### src/design/assert_macros.svh
`ifndef ASSERT_MACROS_SVH
`define ASSERT_MACROS_SVH

// condition must hold at every edge out of reset
`define ASSERT_ALWAYS(label, clk, rst_n, cond) \
    label: assert property (@(posedge clk) disable iff (!rst_n) (cond)) \
        else $error("assertion failed");

// same-cycle implication
`define ASSERT_IMPLIES(label, clk, rst_n, ante, cons) \
    label: assert property (@(posedge clk) disable iff (!rst_n) (ante) |-> (cons)) \
        else $error("assertion failed");

// next-cycle implication
`define ASSERT_NEXT(label, clk, rst_n, ante, cons) \
    label: assert property (@(posedge clk) disable iff (!rst_n) (ante) |=> (cons)) \
        else $error("assertion failed");

`endif

### src/design/rltc_pkg.sv
`timescale 1ns / 1ps

package rltc_pkg;

    typedef enum logic [1:0] {
        OP_CLEAR   = 2'd0,
        OP_APPEND  = 2'd1,
        OP_START   = 2'd2,
        OP_ADVANCE = 2'd3
    } t_op;

    localparam logic [2:0] ST_OK          = 3'd0;
    localparam logic [2:0] ST_PAST_END    = 3'd1;
    localparam logic [2:0] ST_EMPTY       = 3'd2;
    localparam logic [2:0] ST_FULL        = 3'd3;
    localparam logic [2:0] ST_NOT_STARTED = 3'd4;

    typedef struct packed {
        logic [1:0]  opcode;
        logic [31:0] run_count;
        logic [31:0] run_value;
        logic [31:0] step_samples;
    } t_in;

    typedef struct packed {
        logic [2:0]  status;
        logic [31:0] current_value;
        logic [31:0] left_in_run;
        logic [63:0] time_total;
        logic [10:0] run_position;
    } t_out;

    // request after decode: arg_a is count or step, arg_b is value
    typedef struct packed {
        t_op         op;
        logic [31:0] arg_a;
        logic [31:0] arg_b;
    } t_cmd;

endpackage

### src/design/rltc_front.sv
`timescale 1ns / 1ps

module rltc_front (
    input  logic             i_clk,
    input  logic             i_rst_n,
    input  logic             i_in_valid,
    output logic             o_in_stall,
    input  rltc_pkg::t_in    i_in,
    output logic             o_cmd_valid,
    input  logic             i_cmd_stall,
    output rltc_pkg::t_cmd   o_cmd
);

    rltc_pkg::t_cmd r_q [2];
    logic           r_wp;
    logic           r_rp;
    logic [1:0]     r_cnt;
    logic           push;
    logic           pop;
    rltc_pkg::t_cmd cmd_in;

    always_comb begin
        cmd_in.op = rltc_pkg::t_op'(i_in.opcode);
        if (cmd_in.op == rltc_pkg::OP_ADVANCE) begin
            cmd_in.arg_a = i_in.step_samples;
        end else begin
            cmd_in.arg_a = i_in.run_count;
        end
        cmd_in.arg_b = i_in.run_value;
    end

    assign o_in_stall  = (r_cnt == 2'd2);
    assign push        = i_in_valid && !o_in_stall;
    assign o_cmd_valid = (r_cnt != 2'd0);
    assign pop         = o_cmd_valid && !i_cmd_stall;
    assign o_cmd       = r_q[r_rp];

    always_ff @(posedge i_clk) begin
        if (push) begin
            r_q[r_wp] <= cmd_in;
        end
    end

    always_ff @(posedge i_clk) begin
        if (!i_rst_n) begin
            r_wp  <= 1'b0;
            r_rp  <= 1'b0;
            r_cnt <= 2'd0;
        end else begin
            if (push) begin
                r_wp <= ~r_wp;
            end
            if (pop) begin
                r_rp <= ~r_rp;
            end
            case ({push, pop})
                2'b10:   r_cnt <= r_cnt + 2'd1;
                2'b01:   r_cnt <= r_cnt - 2'd1;
                default: r_cnt <= r_cnt;
            endcase
        end
    end

endmodule

### config.mk
export PLATFORM = sky130hd
export DESIGN_NAME = rltc_front
export DESIGN_NICKNAME = d
export VERILOG_FILES = /design/src/design/assert_macros.svh /design/src/design/rltc_pkg.sv /design/src/design/rltc_front.sv
export SDC_FILE = /design/constraint.sdc
export NUM_CORES = 1
export LEC_CHECK = 0
export BUFFER_PORTS_ARGS = -buffer_cell sky130_fd_sc_hd__buf_2
export CORE_AREA = 2 2 122 94
export CTS_CLUSTER_DIAMETER = 200
export DETAILED_ROUTE_END_ITERATION = 10
export DIE_AREA = 0 0 124 96
export GPL_ROUTABILITY_DRIVEN = 0
export PLACE_DENSITY = 0.8
export SLEW_MARGIN = 20
export SYNTH_ARGS = -nofsm -noshare
export SYNTH_HDL_FRONTEND = slang
export SYNTH_SLANG_ARGS = --single-unit
export TNS_END_PERCENT = 100
### constraint.sdc
create_clock -name i_clk -period 3.5 [get_ports i_clk]
set_clock_uncertainty 0.05 [all_clocks]
set_input_delay 0.35 -clock i_clk [delete_from_list [all_inputs] [get_ports i_clk]]
set_output_delay 0.35 -clock i_clk [all_outputs]
set_load 0.005 [all_outputs]
==> results.json <==
{
  "clk_path_buf_depth": 2,
  "place_inst": 572,
  "h-tree-depth": 4,
  "core_um2": 10700,
  "yosysSeqAreaShare": 0.756,
  "synth-warning-count": 0,
  "track_usage": 0.174,
  "antenna_found_initial": 0,
  "drtIter0Drc": 147,
  "fin_cells": 605,
  "wirelength_um": 10400,
  "critPathMaxFanout": 36,
  "grt_first_pass_wirelength_um": 14600,
  "switchingPower_w": 0.00123,
  "dr.max_layer_used": "met4",
  "clock_sinks": 137,
  "layout-drive-gt1-share": 0.657,
  "io-pin-count": 170,
  "p_leak_nw": 2.69,
  "met2_wirelength_um": 5390,
  "start_kind": "flip-flop",
  "final_common_cell": "buf_2",
  "layout_common_cells": "buf_2 (169), edfxtp_1 (132), mux2_2 (98)",
  "cp_data_required_time_ns": 3.10,
  "ff2ff_path_depth": 5,
  "crit_arrival_ns": 2.08,
  "worstMarginPinSlew_ns": 0.778,
  "first_pass_iters": 5,
  "fin_crit_sh": 0.708,
  "drc": 0,
  "status": "finished clean",
  "period_needed_ns": 2.48,
  "rsz0062_at_grt": "no",
  "p_clk_frac": 0.350,
  "netSwitchingFraction": 0.251,
  "start_util": 0.500,
  "cts_tree": "yes",
  "area_delta_synth_final_pct": 29.9,
  "finalWorstSetupSlack_ns": 1.02,
  "cts.clk_slew.worst_paths_ns": 0.06,
  "critPathKind": "reg -> out",
  "post-cts-setup-buffer-count": 0,
  "seqPwrFrac": 0.446,
  "power_frac_comb": 0.204,
  "vias_per_cell": 5.01,
  "finalSetupViolations": 0,
  "clk_latency_ns": 0.40,
  "gr-total-overflow": 0,
  "route.met3.wl_um": 769,
  "ctsResizeCount": 0,
  "ir_drop_mv": 0.566,
  "cts_hold_buf": 0,
  "syn_area_um2": 5370,
  "die_y_um": 96,
  "nets": 554,
  "drv_slew": 0,
  "rows": 33,
  "whs_path_depth": 1,
  "numCtsBuffers": 17,
  "maxCapViolations": 0,
  "pre_cts_slack_ns": 1.26,
  "syn_avg_cell_area_um2": 20.0,
  "grt_start_max_net_pins": 38,
  "p_per_area_nw_per_um2": 702,
  "synthCells": 269,
  "dr_total_vias": 3032,
  "ys_seq_elements": 137,
  "hold_violations": 0,
  "intPower_w": 0.00367,
  "wl_met1_um": 4060,
  "relSlewSlack": 0.481,
  "setup_tns_ns": 0,
  "grt_pass1_vias": 3002,
  "hpwl_um": 6960,
  "cts_root_buf": "clkbuf_16",
  "port-buffer-count": 169,
  "dieArea_um2": 11900,
  "detail-route-antenna-nets": 0,
  "dieWidth_um": 124,
  "ys_types": 18,
  "cp-end-kind": "output port",
  "synthesis.nets": 372,
  "whs_ns": 0.0730,
  "max_freq_mhz": 403,
  "hp-class": "in -> reg",
  "wire_per_inst_um": 17.1
}
## power groups by stage
stage / clock network (W) / registers [W] / logic (W)
floorplan: 0 / 0.00216 / 0.000625
global placement: 0 / 0.00220 / 0.000993
detailed placement: 0 / 0.00223 / 0.00101
CTS: 0.00175 / 0.00219 / 0.00102
global route: 0.00182 / 0.00221 / 0.00110
finish: 0.00172 / 0.00219 / 0.00100
## cell usage after synthesis
cell type / number / area (um2)
edfxtp_1: 132 / 3960
buf_4: 4 / 30.0
and2_1: 1 / 6.26
o21ai_0: 3 / 15.0
xnor2_1: 2 / 17.5
or3_1: 3 / 18.8
dfxtp_1: 5 / 100
buf_2: 6 / 30.0
ha_1: 1 / 12.5
and3_1: 1 / 6.26
inv_2: 1 / 3.75
mux2_2: 98 / 1100
nor2_1: 2 / 7.51
nand2_1: 2 / 7.51
nand2b_2: 1 / 8.76
a21boi_0: 2 / 15.0
inv_1: 3 / 11.3
a21boi_1: 2 / 15.0
## sequential cells by signal, indices dropped and copies added, names as in the netlist, named ones only
register / flops
r_rp: 1
r_cnt: 2
r_q: 132
r_wp: 1
## stage by stage
stage / cell area, um2 / total power [W] / util
final: 6980 / 0.00490 / 0.650
after global routing: 6980 / 0.00513 / 0.650
after CTS: 6980 / 0.00496 / 0.650
after detailed placement: 6400 / 0.00324 / 0.597
after global placement: 6400 / 0.00320 / 0.597
after floorplan: 5370 / 0.00279 / -
## kinds of logic (layout without fill, tap and decap cells)
kind of cell / Yosys count / after routing / synth area share
AO/OA/AOI/OAI: 7 / 7 / 0.00838
XOR/XNOR: 2 / 2 / 0.00326
adder cells (fa/ha/maj): 1 / 1 / 0.00233
buffers and inverters: 14 / 209 / 0.0140
flip-flops: 137 / 137 / 0.756
multiplexers: 98 / 98 / 0.205
other: 0 / 1 / 0
AND/OR/NAND/NOR: 10 / 10 / 0.0103
## critical path, stage by stage (launching register included)
cell	delay, ns
dfxtp_2	0.83
buf_12	0.30
mux2_2	0.38
buf_2	0.13
## layer usage
layer	GRT usage	vias to the layer above
met5	0	-
met4	0.0787	0
met3	0.0575	10
met2	0.306	113
met1	0.195	1487
li1	-	1422
## area by class of cell
class                      count  area, um2
clock buffer                  18        429
inverter                       4       15.0
timing repair buffer         173        913
clock inverter                14        145
sequential                   137       4070
antenna                        1       2.50
multi-input combinational    118       1230
tap                          140        175
fill                         766       3750
## worst paths after layout
path | start | endpoint | slack, ns
worst max register to register | r_cnt[0] | r_q[0][9] | 1.30
worst min-delay path | i_in[36] | r_q[0][4] | 0.07
worst max-delay path | flip-flop | o_cmd[11] | 1.02
worst min register to register | r_wp | r_wp | 0.47
No activity file was read; power rests on OpenSTA's default activity.
